--- src/rtl/ger_pkg.sv ---
// Shared types and constants for the glue EMA restart decision block.
// Used by the controller, datapath and top level; no dependencies.
`timescale 1ns / 1ps
`default_nettype none
package ger_pkg;

	localparam int COUNT_WIDTH_DEF   = 48;
	localparam int EXTENSION_CAP_DEF = 8;

	localparam int GLUE_W = 24;
	localparam int VAR_W  = 32;
	localparam int EXT_W  = 4;
	localparam int CFG_W  = 16;
	localparam int IDX_W  = 2;
	localparam int PROD_W = 66;
	localparam int NUM_W  = 56;

	localparam logic [IDX_W-1:0] CFG_RESTART_ENABLE = 2'd0;
	localparam logic [IDX_W-1:0] CFG_FAST_WINDOW    = 2'd1;
	localparam logic [IDX_W-1:0] CFG_MARGIN_PERCENT = 2'd2;

	localparam logic [15:0] FAST_WINDOW_RST    = 16'd33;
	localparam logic [6:0]  MARGIN_PERCENT_RST = 7'd10;

	localparam logic [GLUE_W-1:0] ONE_Q16   = 24'h010000;
	localparam logic [GLUE_W-1:0] TWO_Q16   = 24'h020000;
	localparam logic [GLUE_W-1:0] GLUE_MAX  = 24'hFFFFFF;
	localparam logic [VAR_W-1:0]  TURB_VAR  = 32'd229376;
	localparam logic [32:0]       ONE_Q32   = 33'h100000000;
	localparam logic [32:0]       TINY_Q32  = 33'd4;
	localparam logic [31:0]       VAR_RECIP = 32'hCCCCCCCD;

	localparam logic [2:0] MUL_R_B   = 3'd0;
	localparam logic [2:0] MUL_B_B   = 3'd1;
	localparam logic [2:0] MUL_PF_D  = 3'd2;
	localparam logic [2:0] MUL_DIFF  = 3'd3;
	localparam logic [2:0] MUL_RECIP = 3'd4;

	localparam logic [1:0] DIV_BASE = 2'd0;
	localparam logic [1:0] DIV_EST  = 2'd1;

	typedef struct packed {
		logic       load;
		logic       res_early;
		logic       seed;
		logic       delta_en;
		logic       est_pass;
		logic       div_start;
		logic [1:0] div_sel;
		logic       base_take;
		logic [2:0] mul_sel;
		logic       r_take;
		logic       b_take;
		logic       num_en;
		logic       est_fix;
		logic       est_div_take;
		logic       var_prep;
		logic       var_take;
		logic       decide;
	} ger_cmd_t;

	typedef struct packed {
		logic early;
		logic delta_zero;
		logic pw_last;
		logic est_need_div;
		logic div_done;
	} ger_status_t;

endpackage
`default_nettype wire

--- src/rtl/ger_ctrl.sv ---
// Sequencing state machine for the restart decision.
// Depends on ger_pkg for the command and status structs.
`timescale 1ns / 1ps
`default_nettype none
module ger_ctrl (
	input  wire logic               clk,
	input  wire logic               arst_n,
	input  wire logic               in_valid,
	input  wire logic               out_stall,
	input  wire ger_pkg::ger_status_t st,
	output ger_pkg::ger_cmd_t       cmd,
	output logic                    in_stall,
	output logic                    out_valid
);
	localparam logic [4:0] S_IDLE   = 5'd0;
	localparam logic [4:0] S_CHECK  = 5'd1;
	localparam logic [4:0] S_DELTA  = 5'd2;
	localparam logic [4:0] S_BASE   = 5'd3;
	localparam logic [4:0] S_BASEW  = 5'd4;
	localparam logic [4:0] S_PA     = 5'd5;
	localparam logic [4:0] S_PB     = 5'd6;
	localparam logic [4:0] S_PC     = 5'd7;
	localparam logic [4:0] S_NEG    = 5'd8;
	localparam logic [4:0] S_NUM    = 5'd9;
	localparam logic [4:0] S_ESTCHK = 5'd10;
	localparam logic [4:0] S_ESTW   = 5'd11;
	localparam logic [4:0] S_SQ     = 5'd12;
	localparam logic [4:0] S_VPREP  = 5'd13;
	localparam logic [4:0] S_VMUL   = 5'd14;
	localparam logic [4:0] S_VTAKE  = 5'd15;
	localparam logic [4:0] S_DECIDE = 5'd16;
	localparam logic [4:0] S_OUT    = 5'd17;

	logic [4:0] state_q;
	logic [4:0] state_d;

	always_ff @(posedge clk or negedge arst_n) begin
		if (!arst_n) begin
			state_q <= S_IDLE;
		end else begin
			state_q <= state_d;
		end
	end

	always_comb begin
		state_d = state_q;
		cmd     = '0;
		case (state_q)
			S_IDLE: begin
				if (in_valid) begin
					cmd.load = 1'b1;
					state_d  = S_CHECK;
				end
			end
			S_CHECK: begin
				if (st.early) begin
					cmd.res_early = 1'b1;
					state_d       = S_OUT;
				end else begin
					cmd.seed = 1'b1;
					state_d  = S_DELTA;
				end
			end
			S_DELTA: begin
				cmd.delta_en = 1'b1;
				state_d      = S_BASE;
			end
			S_BASE: begin
				if (st.delta_zero) begin
					cmd.est_pass = 1'b1;
					state_d      = S_DECIDE;
				end else begin
					cmd.div_start = 1'b1;
					cmd.div_sel   = ger_pkg::DIV_BASE;
					state_d       = S_BASEW;
				end
			end
			S_BASEW: begin
				if (st.div_done) begin
					cmd.base_take = 1'b1;
					state_d       = S_PA;
				end
			end
			S_PA: begin
				cmd.mul_sel = ger_pkg::MUL_R_B;
				state_d     = S_PB;
			end
			S_PB: begin
				cmd.r_take  = 1'b1;
				cmd.mul_sel = ger_pkg::MUL_B_B;
				state_d     = S_PC;
			end
			S_PC: begin
				cmd.b_take = 1'b1;
				state_d    = st.pw_last ? S_NEG : S_PA;
			end
			S_NEG: begin
				cmd.mul_sel = ger_pkg::MUL_PF_D;
				state_d     = S_NUM;
			end
			S_NUM: begin
				cmd.num_en = 1'b1;
				state_d    = S_ESTCHK;
			end
			S_ESTCHK: begin
				cmd.est_fix = 1'b1;
				if (st.est_need_div) begin
					cmd.div_start = 1'b1;
					cmd.div_sel   = ger_pkg::DIV_EST;
					state_d       = S_ESTW;
				end else begin
					state_d = S_SQ;
				end
			end
			S_ESTW: begin
				if (st.div_done) begin
					cmd.est_div_take = 1'b1;
					state_d          = S_SQ;
				end
			end
			S_SQ: begin
				cmd.mul_sel = ger_pkg::MUL_DIFF;
				state_d     = S_VPREP;
			end
			S_VPREP: begin
				cmd.var_prep = 1'b1;
				state_d      = S_VMUL;
			end
			S_VMUL: begin
				cmd.mul_sel = ger_pkg::MUL_RECIP;
				state_d     = S_VTAKE;
			end
			S_VTAKE: begin
				cmd.var_take = 1'b1;
				state_d      = S_DECIDE;
			end
			S_DECIDE: begin
				cmd.decide = 1'b1;
				state_d    = S_OUT;
			end
			S_OUT: begin
				if (!out_stall) begin
					state_d = S_IDLE;
				end
			end
			default: begin
				state_d = S_IDLE;
			end
		endcase
	end

	assign in_stall  = state_q != S_IDLE;
	assign out_valid = state_q == S_OUT;
endmodule
`default_nettype wire

--- config.mk ---
export PLATFORM = sky130hd
export DESIGN_NAME = ger_ctrl
export DESIGN_NICKNAME = d
export VERILOG_FILES = /design/src/rtl/ger_pkg.sv /design/src/rtl/ger_ctrl.sv
export SDC_FILE = /design/constraint.sdc
export NUM_CORES = 1
export LEC_CHECK = 0
export BUFFER_PORTS_ARGS = -buffer_cell sky130_fd_sc_hd__buf_2
export CORE_MARGIN = 2
export CORE_UTILIZATION = 48
export DETAILED_ROUTE_END_ITERATION = 10
export PLACE_DENSITY = 0.94
export SLEW_MARGIN = 25
export SYNTH_ARGS = -nofsm -noshare
export SYNTH_HDL_FRONTEND = slang
export SYNTH_SLANG_ARGS = --single-unit
--- constraint.sdc ---
create_clock -name clk -period 3.2 [get_ports clk]
set_clock_uncertainty 0.15 [all_clocks]
set_input_delay 0.16 -clock clk [delete_from_list [all_inputs] [get_ports clk]]
set_output_delay 0.16 -clock clk [all_outputs]
set_load 0.01 [all_outputs]
==> metrics.txt, run 1 <==
CTS sink cnt 5; initial antenna violation count 0; grt total ovfl 0; Fmax achieved 448.7 MHz; critical path data arrival time 1920 ps; Final GP Congestion 0.8229; Leak 0.4078 nW; min cycle time layout 2229 ps; insertion delay to the later sink of the worst-skew pair 240 ps; Slew headroom 62.59%; Worst Tran Pin Value 561.1 ps; critical path startpoint category flip-flop; Post-synth EDFFs 0; Top FF cell, synth dfrtp_1; CTS Buf Count 3; GR Layer Usage met3 4.891%; Syn Area/Cell 6.975 µm²; layout cells sized above 1 29.91%; sequential-to-total area share from yosys stat 19.08%; CTS Root Cell clkbuf_4; worst hold path class in2async; # nets final 127; CTS tree done; TNS Setup 0 ps; power per cell area 842.2 nW/µm²; WL final 1.779 mm; post-DP HPWL 1.287 mm; commonest cells in the netlist nor2_1, nand2_1, nor3_1; Setup Buffers After CTS 0; dpl cells 127; Fill cells 115; Post-synth ARST share 100.0%; initial drt markers 27; RSZ-0062 raised after global routing no; CTS HTree Levels 1; final worst-path cycle share 69.65%; most frequent cell after synthesis nor2_1; Layout area overhead 19.27%; post-synth cell types 33; die width 40.96 µm; busiest layer in global routing met2; Detailed Routing Iterations Pass 1 4; leading area contributor after synthesis dfrtp_1; vias in the first global route 567; Vias/cell 5.909; Hold Slack 109.7 ps; run status completed; GR Util met2 33.59%; Yosys top cell area share 19.08%; Reg clk slew, reported paths 50 ps; DIE AREA 1677 µm²; Final Hold Fails 0; Initial Utilization 51.02%; Port Buf Inserts 29; largest cells by area after synthesis dfrtp_1, nor2_1, nand2b_1; post-synthesis cell area 655.6 µm²; core area 1285 µm²; max reg flops 5; CP max FO 19; VDD IR-drop max 0.4154 mV; YS warnings 0; M1 GR Usage 32.03%; biggest regs state_q (5); IO Pins 31; Post-Synthesis Net Count 103; row count 13; critical path class reg2out; Top reg by flops state_q; Setup violations, final 0; Die Height 40.96 µm; max-slew violations 0; Post-CTS Resized 0; pin count of the biggest net entering global routing 20; crit path from state_q[0]; Antenna Violating Nets Remaining 0; Hold-fix buffers, CTS 1; #FFs+latches synth 5; required time of the worst setup path 2890 ps; clk buf depth 2; synthesized instance count 94; Critical Path End Type output port; n_diodes 0; Finished Layout Cells 132; DR WL/cell 13.48 µm; DR vias 780; drt drc 0; number of max-cap violations 0; r2r startpoint state_q[0]; total track usage 22.81%; first-pass GRT wire length 2.511 mm
## layout by cell type, fill, tap and decap left out, types with 2 or more instances in the layout
master and instances:
a21oi_1 3, a31oi_1 4, and3_1 5, buf_2 29
clkbuf_4 3, dfrtp_1 5, inv_1 2, nand2_1 7
nand2b_1 6, nand3_1 3, nor2_1 15, nor3_1 7
nor3b_1 4, nor4b_1 2, o31ai_1 3, or3_1 2
## logic make-up after synthesis
| logic type | Yosys count | share of synthesized area, % |
|---|---|---|
| simple gates | 57 | 48.48 |
| mux | 1 | 1.527 |
| flops | 5 | 19.08 |
| compound gates | 16 | 16.60 |
| other cells | 1 | 0.5720 |
| xor+xnor | 1 | 1.336 |
| buf+inv | 13 | 12.40 |
## final timing paths
kind	end	slack, ps	cells after the start
max	cmd[17]	970	3
min	state_q[1]	110	2
max reg2reg	state_q[0]	1280	4
min reg2reg	state_q[3]	660	1
max in group asynchronous	state_q[0]	2660	2
min in group clk	state_q[4]	130	4
## report_power, final
| group | internal (mW) | switching (mW) | total [mW] |
|---|---|---|---|
| Clock | 0.0473 | 0.0277 | 0.0750 |
| Sequential | 0.0884 | 0.119 | 0.208 |
| Combinational | 0.170 | 0.206 | 0.376 |
| Total | 0.306 | 0.353 | 0.659 |
## cell type report
| class | count | area, µm² | share of cell area (%) |
|---|---|---|---|
| Multi-Input combinational cell | 76 | 449.2 | 57.44 |
| Timing Repair Buffer | 30 | 155.1 | 19.84 |
| Sequential cell | 5 | 125.1 | 16.00 |
| Clock buffer | 4 | 26.28 | 3.360 |
| Tap cell | 15 | 18.77 | 2.400 |
| Inverter | 2 | 7.507 | 0.9600 |
## layer usage
layer | part of all wire [%] | vias up
li1 | - | 378
met1 | 43 | 352
met2 | 48 | 50
met3 | 9.3 | 0
met4 | 0 | 0
met5 | 0 | -
## critical path, cell delays in order (launching register included)
cell,delay (ps)
dfrtp_1,690
or3b_4,490
nor3_1,300
buf_2,190
## metrics by stage
stage                     power, mW  cell area [µm²]  utilization (%)  setup slack, ps
after floorplan              0.5100            655.6                -             1576
after global placement       0.5544            745.7            58.03             1310
after detailed placement     0.5723            745.7            58.03             1260
after CTS                    0.6534            782.0            60.86            980.2
after global routing         0.7105            782.0            60.86            853.2
final                        0.6586            782.0            60.86            971.3
Note: power is estimated with default switching activity, not from simulation.
==> run 2: changes to the inputs <==
--- a/config.mk
+++ b/config.mk
@@ -5,11 +5,12 @@
 export SDC_FILE = /design/constraint.sdc
 export NUM_CORES = 1
 export LEC_CHECK = 0
+export ABC_AREA = 1
 export BUFFER_PORTS_ARGS = -buffer_cell sky130_fd_sc_hd__buf_2
 export CORE_MARGIN = 2
-export CORE_UTILIZATION = 48
+export CORE_UTILIZATION = 43
 export DETAILED_ROUTE_END_ITERATION = 10
-export PLACE_DENSITY = 0.94
+export PLACE_DENSITY = 0.89
 export SLEW_MARGIN = 25
 export SYNTH_ARGS = -nofsm -noshare
 export SYNTH_HDL_FRONTEND = slang
==> constraint.sdc (replaced) <==
create_clock -name clk -period 2.1 [get_ports clk]
set_clock_uncertainty 0.15 [all_clocks]
set_input_delay 0.105 -clock clk [delete_from_list [all_inputs] [get_ports clk]]
set_output_delay 0.105 -clock clk [all_outputs]
set_load 0.01 [all_outputs]
==> run 2 against run 1 <==
Global-route usage up 2.6 points. Sequential share of layout area shrank 0.38 points. Combinational power up 56%. Clock power increased by 51%. Critical path depth increased by 3. First-iteration DRC count rose by 56%. Wire length down 5.0%. Power up 37%. Non-clock buffer count is 1 higher. Register-to-register slack worse by 780 ps. Worst setup slack lost 640 ps. Largest power group unchanged.
==> metrics.txt, run 2 <==
IO Pins 31 (unchanged); grt total ovfl 0 (unchanged); critical path data arrival time 1510 ps (was 1920 ps); Setup Buffers After CTS 0 (unchanged); clk buf depth 2 (unchanged); row count 13 (unchanged); max reg flops 5 (unchanged); most common cell after layout, fill and taps aside buf_2 (unchanged); min cycle time layout 1769 ps; Post-synth ARST share 100.0% (unchanged); slowest stage cell on the critical path dfrtp_1 (unchanged); DP Area 754.5 µm² (was 745.7 µm²); CTS tree done (unchanged); YS warnings 0 (unchanged); final worst-path cycle share 84.26%; synthesized instance count 106 (was 94); Reg clk slew, reported paths 50 ps (about the same); Vias/cell 5.065 (was 5.909); core area 1301 µm² (was 1285 µm²); Stages on worst setup path 6 (was 3); Final GP Congestion 0.9144 (was 0.8229); Final Hold Fails 0 (unchanged); insertion delay to the later sink of the worst-skew pair 240 ps (about the same); Fmax achieved 565.2 MHz; Initial Utilization 45.96% (was 51.02%); # nets final 150 (was 127); Yosys top cell area share 20.92% (was 19.08%); first-pass GRT wire length 2.829 mm (was 2.511 mm); layout cells sized above 1 32.14% (was 29.91%); Syn Area/Cell 5.642 µm² (was 6.975 µm²); RSZ-0062 raised after global routing no (unchanged); Die Height 41.30 µm (was 40.96 µm); post-DP HPWL 1.420 mm (was 1.287 mm); initial antenna violation count 0 (unchanged); pin count of the biggest net entering global routing 10 (was 20); critical path class reg2out (unchanged); DR vias 785 (was 780); required time of the worst setup path 1850 ps (was 2890 ps); vias in the first global route 668 (was 567); die width 41.30 µm (was 40.96 µm); n_diodes 0 (unchanged); reg2reg setup slack 500 ps (was 1280 ps); VDD IR-drop max 0.7857 mV (was 0.4154 mV); biggest regs state_q (5) (unchanged); slowest cell delay on critical path 460 ps (was 690 ps); Detailed Routing Iterations Pass 1 4 (unchanged); post-synth cell types 19 (was 33); Setup violations, final 0 (unchanged); Final Instance Area 800.8 µm² (was 782.0 µm²); max-slew violations 0 (unchanged); Layout area overhead 33.89% (was 19.27%); Top FF cell, synth dfrtp_1 (unchanged); Port Buf Inserts 29 (unchanged); CTS Root Cell clkbuf_4 (unchanged); WL final 1.690 mm (was 1.779 mm); power per cell area 1127 nW/µm² (was 842.2 nW/µm²); Top reg by flops state_q (unchanged); leading area contributor after synthesis dfrtp_1 (unchanged); FF-to-FF path depth 8 (was 4); DIE AREA 1705 µm² (was 1677 µm²); post-synthesis cell area 598.1 µm² (was 655.6 µm²); Antenna Violating Nets Remaining 0 (unchanged); most frequent cells in the layout buf_2, nand2_1, nor2_1 (was buf_2, nor2_1, nand2_1, nor3_1, nand2b_1); worst hold path class in2async (unchanged); DR WL/cell 10.90 µm (was 13.48 µm); CP max FO 7 (was 19); drt drc 0 (unchanged); CTS sink cnt 5 (unchanged); Post-synth EDFFs 0 (unchanged); CTS HTree Levels 1 (unchanged); Post-Synthesis Net Count 115 (was 103); sequential-to-total area share from yosys stat 20.92% (was 19.08%); number of max-cap violations 0 (unchanged); CTS Buf Count 3 (unchanged); Critical Path End Type output port (unchanged); initial drt markers 42 (was 27); WP buf/inv 2 (was 1); TNS Setup 0 ps (unchanged); commonest cells in the netlist nand2_1, nor2_1, inv_1 (was nor2_1, nand2_1, nor3_1); Fill cells 139 (was 115); Hold-fix buffers, CTS 2 (was 1); critical path startpoint category flip-flop (unchanged); #FFs+latches synth 5 (unchanged); run status completed (unchanged); largest cells by area after synthesis dfrtp_1, nand2_1, nor2_1 (was dfrtp_1, nor2_1, nand2b_1); total track usage 25.36% (was 22.81%); Post-CTS Resized 0 (unchanged); worst-path cell chain nor2_2 > inv_2 > nor2_4 > nand2_1 > nor2_1 > buf_2 (was or3b_4 > nor3_1 > buf_2); CP top delay family simple AND/OR/NAND/NOR gates (unchanged); Leak 0.5209 nW (was 0.4078 nW)
run 2: cell count changes after synthesis, sizes merged, moves of 4 or more:
cell / delta
nand2b: -6
nor3b: -4
and3: -5
buf: -8
nand3: +8
nand2: +16
inv: +18
nor2: +14
nor3: -4
run 2: worst register-to-register path: stages (launching register included):
cell and delay (ps):
dfrtp_1 440, inv_2 160, nand2_1 100, nor2_2 170, nand2_2 100, a21oi_2 170
nor2_1 70, nand2_1 60, nand2_1 40
run 2: logic make-up after synthesis:
kind of cell           synth area share, %
other                               0.6270
buffers and inverters                13.81
AO/OA/AOI/OAI                        7.113
flip-flops                           20.92
AND/OR/NAND/NOR                      57.53
run 2: final timing paths:
kind | start | end
worst max-delay path | state_q[2] | cmd[17]
worst min-delay path | arst_n | state_q[4]
worst max register to register | state_q[4] | state_q[2]
worst min register to register | state_q[0] | state_q[0]
max in group asynchronous | arst_n | state_q[2]
min in group clk | st[0] | state_q[0]
run 2: power breakdown:
part / leakage, nW / switching, mW / internal (mW) / total (mW)
Combinational: 0.441 / 0.392 / 0.196 / 0.587
Clock: 0.0150 / 0.0409 / 0.0719 / 0.113
Sequential: 0.0650 / 0.0660 / 0.136 / 0.203
Total: 0.521 / 0.499 / 0.404 / 0.903
run 2: metrics by stage:
step	setup WS, ps	std cells	total power, mW	hold WS, ps	utilization (%)
final	330.6	155	0.9027	54.25	61.54
after detailed placement	526.7	149	0.7831	-229.9	57.98
after CTS	321.2	155	0.9023	46.71	61.54
after global routing	200.9	155	1.007	49.54	61.54
after floorplan	668.7	106	0.6135	-340.6	-
after global placement	505.1	149	0.7774	-232.0	57.98
run 2: layout make-up:
cell class | instances | area [µm²] | share of cell area [%]
Clock buffer | 4 | 26.28 | 3.281
Inverter | 20 | 75.07 | 9.375
Sequential cell | 5 | 125.1 | 15.63
Timing Repair Buffer | 31 | 165.2 | 20.62
Tap cell | 15 | 18.77 | 2.344
Multi-Input combinational cell | 80 | 390.4 | 48.75
run 2: layer usage:
| metal | part of all wire [%] | global-route usage [%] | routed length (µm) | vias to the layer above |
|---|---|---|---|---|
| met4 | 2.8 | 9.677 | 48 | 0 |
| met5 | 0 | 0 | 0 | - |
| met2 | 46 | 41.41 | 775 | 44 |
| met3 | 9.9 | 5.851 | 168 | 6 |
| met1 | 41 | 32.25 | 698 | 337 |
| li1 | - | - | - | 398 |
==> run 3: changes to the inputs <==
==> constraint.sdc (replaced) <==
create_clock -name clk -period 1.7 [get_ports clk]
set_clock_uncertainty 0.15 [all_clocks]
set_input_delay 0.085 -clock clk [delete_from_list [all_inputs] [get_ports clk]]
set_output_delay 0.085 -clock clk [all_outputs]
set_load 0.01 [all_outputs]
==> run 3 against run 2 <==
Worst setup slack worse by 290 ps. Global-route usage is 0.53 points higher. Worst hold slack worse by 2.8 ps. Utilization is 6.4 points higher. Cell count is 3.9% higher. Sequential power is 31% higher. Count of clock-buffer cells in the layout stayed put. Register-to-register slack worse by 420 ps. Critical path depth is 1 lower. Non-clock buffer count is 6 higher. Critical path type unchanged. Largest power group unchanged.
==> metrics.txt, run 3 (synthesis gave the netlist of run 2 again) <==
Antenna Violating Nets Remaining 0 (unchanged); DR WL/cell 12.58 µm (was 10.90 µm); drt drc 0 (unchanged); vias in the first global route 690 (was 668); most common cell after layout, fill and taps aside buf_2 (unchanged); Die Height 41.30 µm (unchanged); IO Pins 31 (unchanged); worst hold path class in2reg (was in2async); RSZ-0062 raised after global routing yes (was no); power per cell area 1455 nW/µm² (was 1127 nW/µm²); critical path class reg2out (unchanged); pre-CTS WS 126.7 ps (was 526.7 ps); Clock Power Share 11.1% (was 12.5%); Port Buf Inserts 29 (unchanged); layout cells sized above 1 43.15% (was 32.14%); Pint 0.5964 mW (was 0.4041 mW); n_diodes 0 (unchanged); Final Instance Area 884.6 µm² (was 800.8 µm²); biggest regs state_q (5) (unchanged); switching share of power 53.66% (was 55.23%); number of max-cap violations 0 (unchanged); max reg flops 5 (unchanged); Initial Utilization 45.96% (unchanged); critical path startpoint category flip-flop (unchanged); CTS Root Cell clkbuf_4 (unchanged); Seq pwr share 20.6% (was 22.4%); Psw 0.6905 mW (was 0.4986 mW); # nets final 156 (was 150); min cycle time layout 1663 ps; slowest stage cell on the critical path dfrtp_2 (was dfrtp_1); initial drt markers 31 (was 42); Layout area overhead 47.91% (was 33.89%); most frequent cells in the layout buf_2, nand2_1, inv_1, nor2_1, nand3_1 (was buf_2, nand2_1, nor2_1); DP Area 754.5 µm² (unchanged); final worst-path cycle share 97.84%; Final Hold Fails 0 (unchanged); DR vias 855 (was 785); slowest cell delay on critical path 440 ps (was 460 ps); Reg clk slew, reported paths 40 ps (was 50 ps); Detailed Routing Iterations Pass 1 4 (unchanged); critical path data arrival time 1430 ps (was 1510 ps); CTS tree done (unchanged); CTS Buf Count 3 (unchanged); PnR Total Power 1.287 mW (was 0.9027 mW); insertion delay to the later sink of the worst-skew pair 250 ps (was 240 ps); DIE AREA 1705 µm² (unchanged); CP max FO 6 (was 7); total track usage 25.89% (was 25.36%); Setup violations, final 0 (unchanged); clk buf depth 2 (unchanged); run status completed (unchanged); Vias/cell 5.311 (was 5.065); first-pass GRT wire length 2.870 mm (was 2.829 mm); CTS sink cnt 5 (unchanged); die width 41.30 µm (unchanged); VDD IR-drop max 1.037 mV (was 0.7857 mV); Top reg by flops state_q (unchanged); Critical Path End Type output port (unchanged); initial antenna violation count 0 (unchanged); post-DP HPWL 1.420 mm (unchanged); Final GP Congestion 0.9141 (was 0.9144); core area 1301 µm² (unchanged); WL final 2.025 mm (was 1.690 mm); max-slew violations 0 (unchanged); row count 13 (unchanged); pin count of the biggest net entering global routing 8 (was 10); final core utilization 67.98% (was 61.54%); Leak 0.5453 nW (was 0.5209 nW); CTS HTree Levels 1 (unchanged); grt total ovfl 0 (unchanged); Gate power share 68.3% (was 65.1%); required time of the worst setup path 1460 ps (was 1850 ps); Fill cells 122 (was 139); worst-path cell chain nand2_2 > inv_1 > nand3_1 > o21ai_0 > buf_2 (was nor2_2 > inv_2 > nor2_4 > nand2_1 > nor2_1 > buf_2); Final WS setup 36.71 ps (was 330.6 ps); Fmax achieved 601.2 MHz
==> run 3: cell count changes in the layout (fill, tap and decap cells not counted) <==
cell and delta:
nor3_2 +1, nor2_1 -3, dfrtp_1 -5, nand2_1 -2, nor2_2 +1, nor2_4 +2, nand3_1 -1, nor3_1 -1
nand3_2 +1, nand2_2 +2, dfrtp_2 +5, buf_4 +6
==> run 3: final cells by class <==
cell class	count	area [µm²]	share of cell area, %
Timing Repair Buffer	37	210.2	23.76
Inverter	20	75.07	8.487
Multi-Input combinational cell	80	422.9	47.81
Tap cell	15	18.77	2.122
Sequential cell	5	131.4	14.85
Clock buffer	4	26.28	2.970
==> run 3: critical path: cells and delay by family (launching register included) <==
family | cells | cell delay [ps]
AND/OR/NAND/NOR | 2 | 270
flip-flops | 1 | 440
buffers and inverters | 2 | 310
AO/OA/AOI/OAI | 1 | 170
==> run 3: power groups by stage <==
stage / combinational (mW) / sequential, mW / clock (mW)
floorplan: 0.523 / 0.235 / 0
global placement: 0.715 / 0.245 / 0
detailed placement: 0.717 / 0.250 / 0
CTS: 0.752 / 0.254 / 0.144
global route: 0.972 / 0.276 / 0.154
finish: 0.879 / 0.265 / 0.142
==> run 3: repair_timing <==
item | CTS | global route
buffers inserted | 2 | 4
hold buffers | 2 | 0
setup endpoints to repair | 3 | 10
resized for setup | 2 | 12
gates cloned | 0 | 0
pin swaps | 0 | 2
hold endpoints to repair | 6 | 0
==> run 3: per-layer routing <==
| metal | global-route usage (%) | share of wire [%] | up-vias |
|---|---|---|---|
| li1 | - | - | 413 |
| met1 | 31.49 | 39 | 378 |
| met2 | 41.41 | 47 | 54 |
| met3 | 6.915 | 9.2 | 10 |
| met4 | 13.71 | 4.9 | 0 |
| met5 | 0 | 0 | - |
==> run 3: stage by stage <==
| stage | TNS, ps | cells | hold slack, ps |
|---|---|---|---|
| 2_1_floorplan | 0 | 106 | -360.6 |
| 3_3_place_gp | 0 | 149 | -252.0 |
| 3_5_place_dp | 0 | 149 | -249.9 |
| 4_1_cts | 0 | 157 | 26.67 |
| 5_1_grt | -128.5 | 161 | 69.19 |
| 6_report | 0 | 161 | 51.44 |
==> run 3: final timing paths <==
check	endpoint	slack [ps]	from	cells after the start
max reg2reg	state_q[2]	80	state_q[2]	9
max in group asynchronous	state_q[2]	1170	arst_n	2
max	cmd[14]	40	state_q[0]	5
min in group asynchronous	state_q[3]	80	arst_n	2
min reg2reg	state_q[2]	460	state_q[2]	2
min	state_q[0]	50	st[0]	4
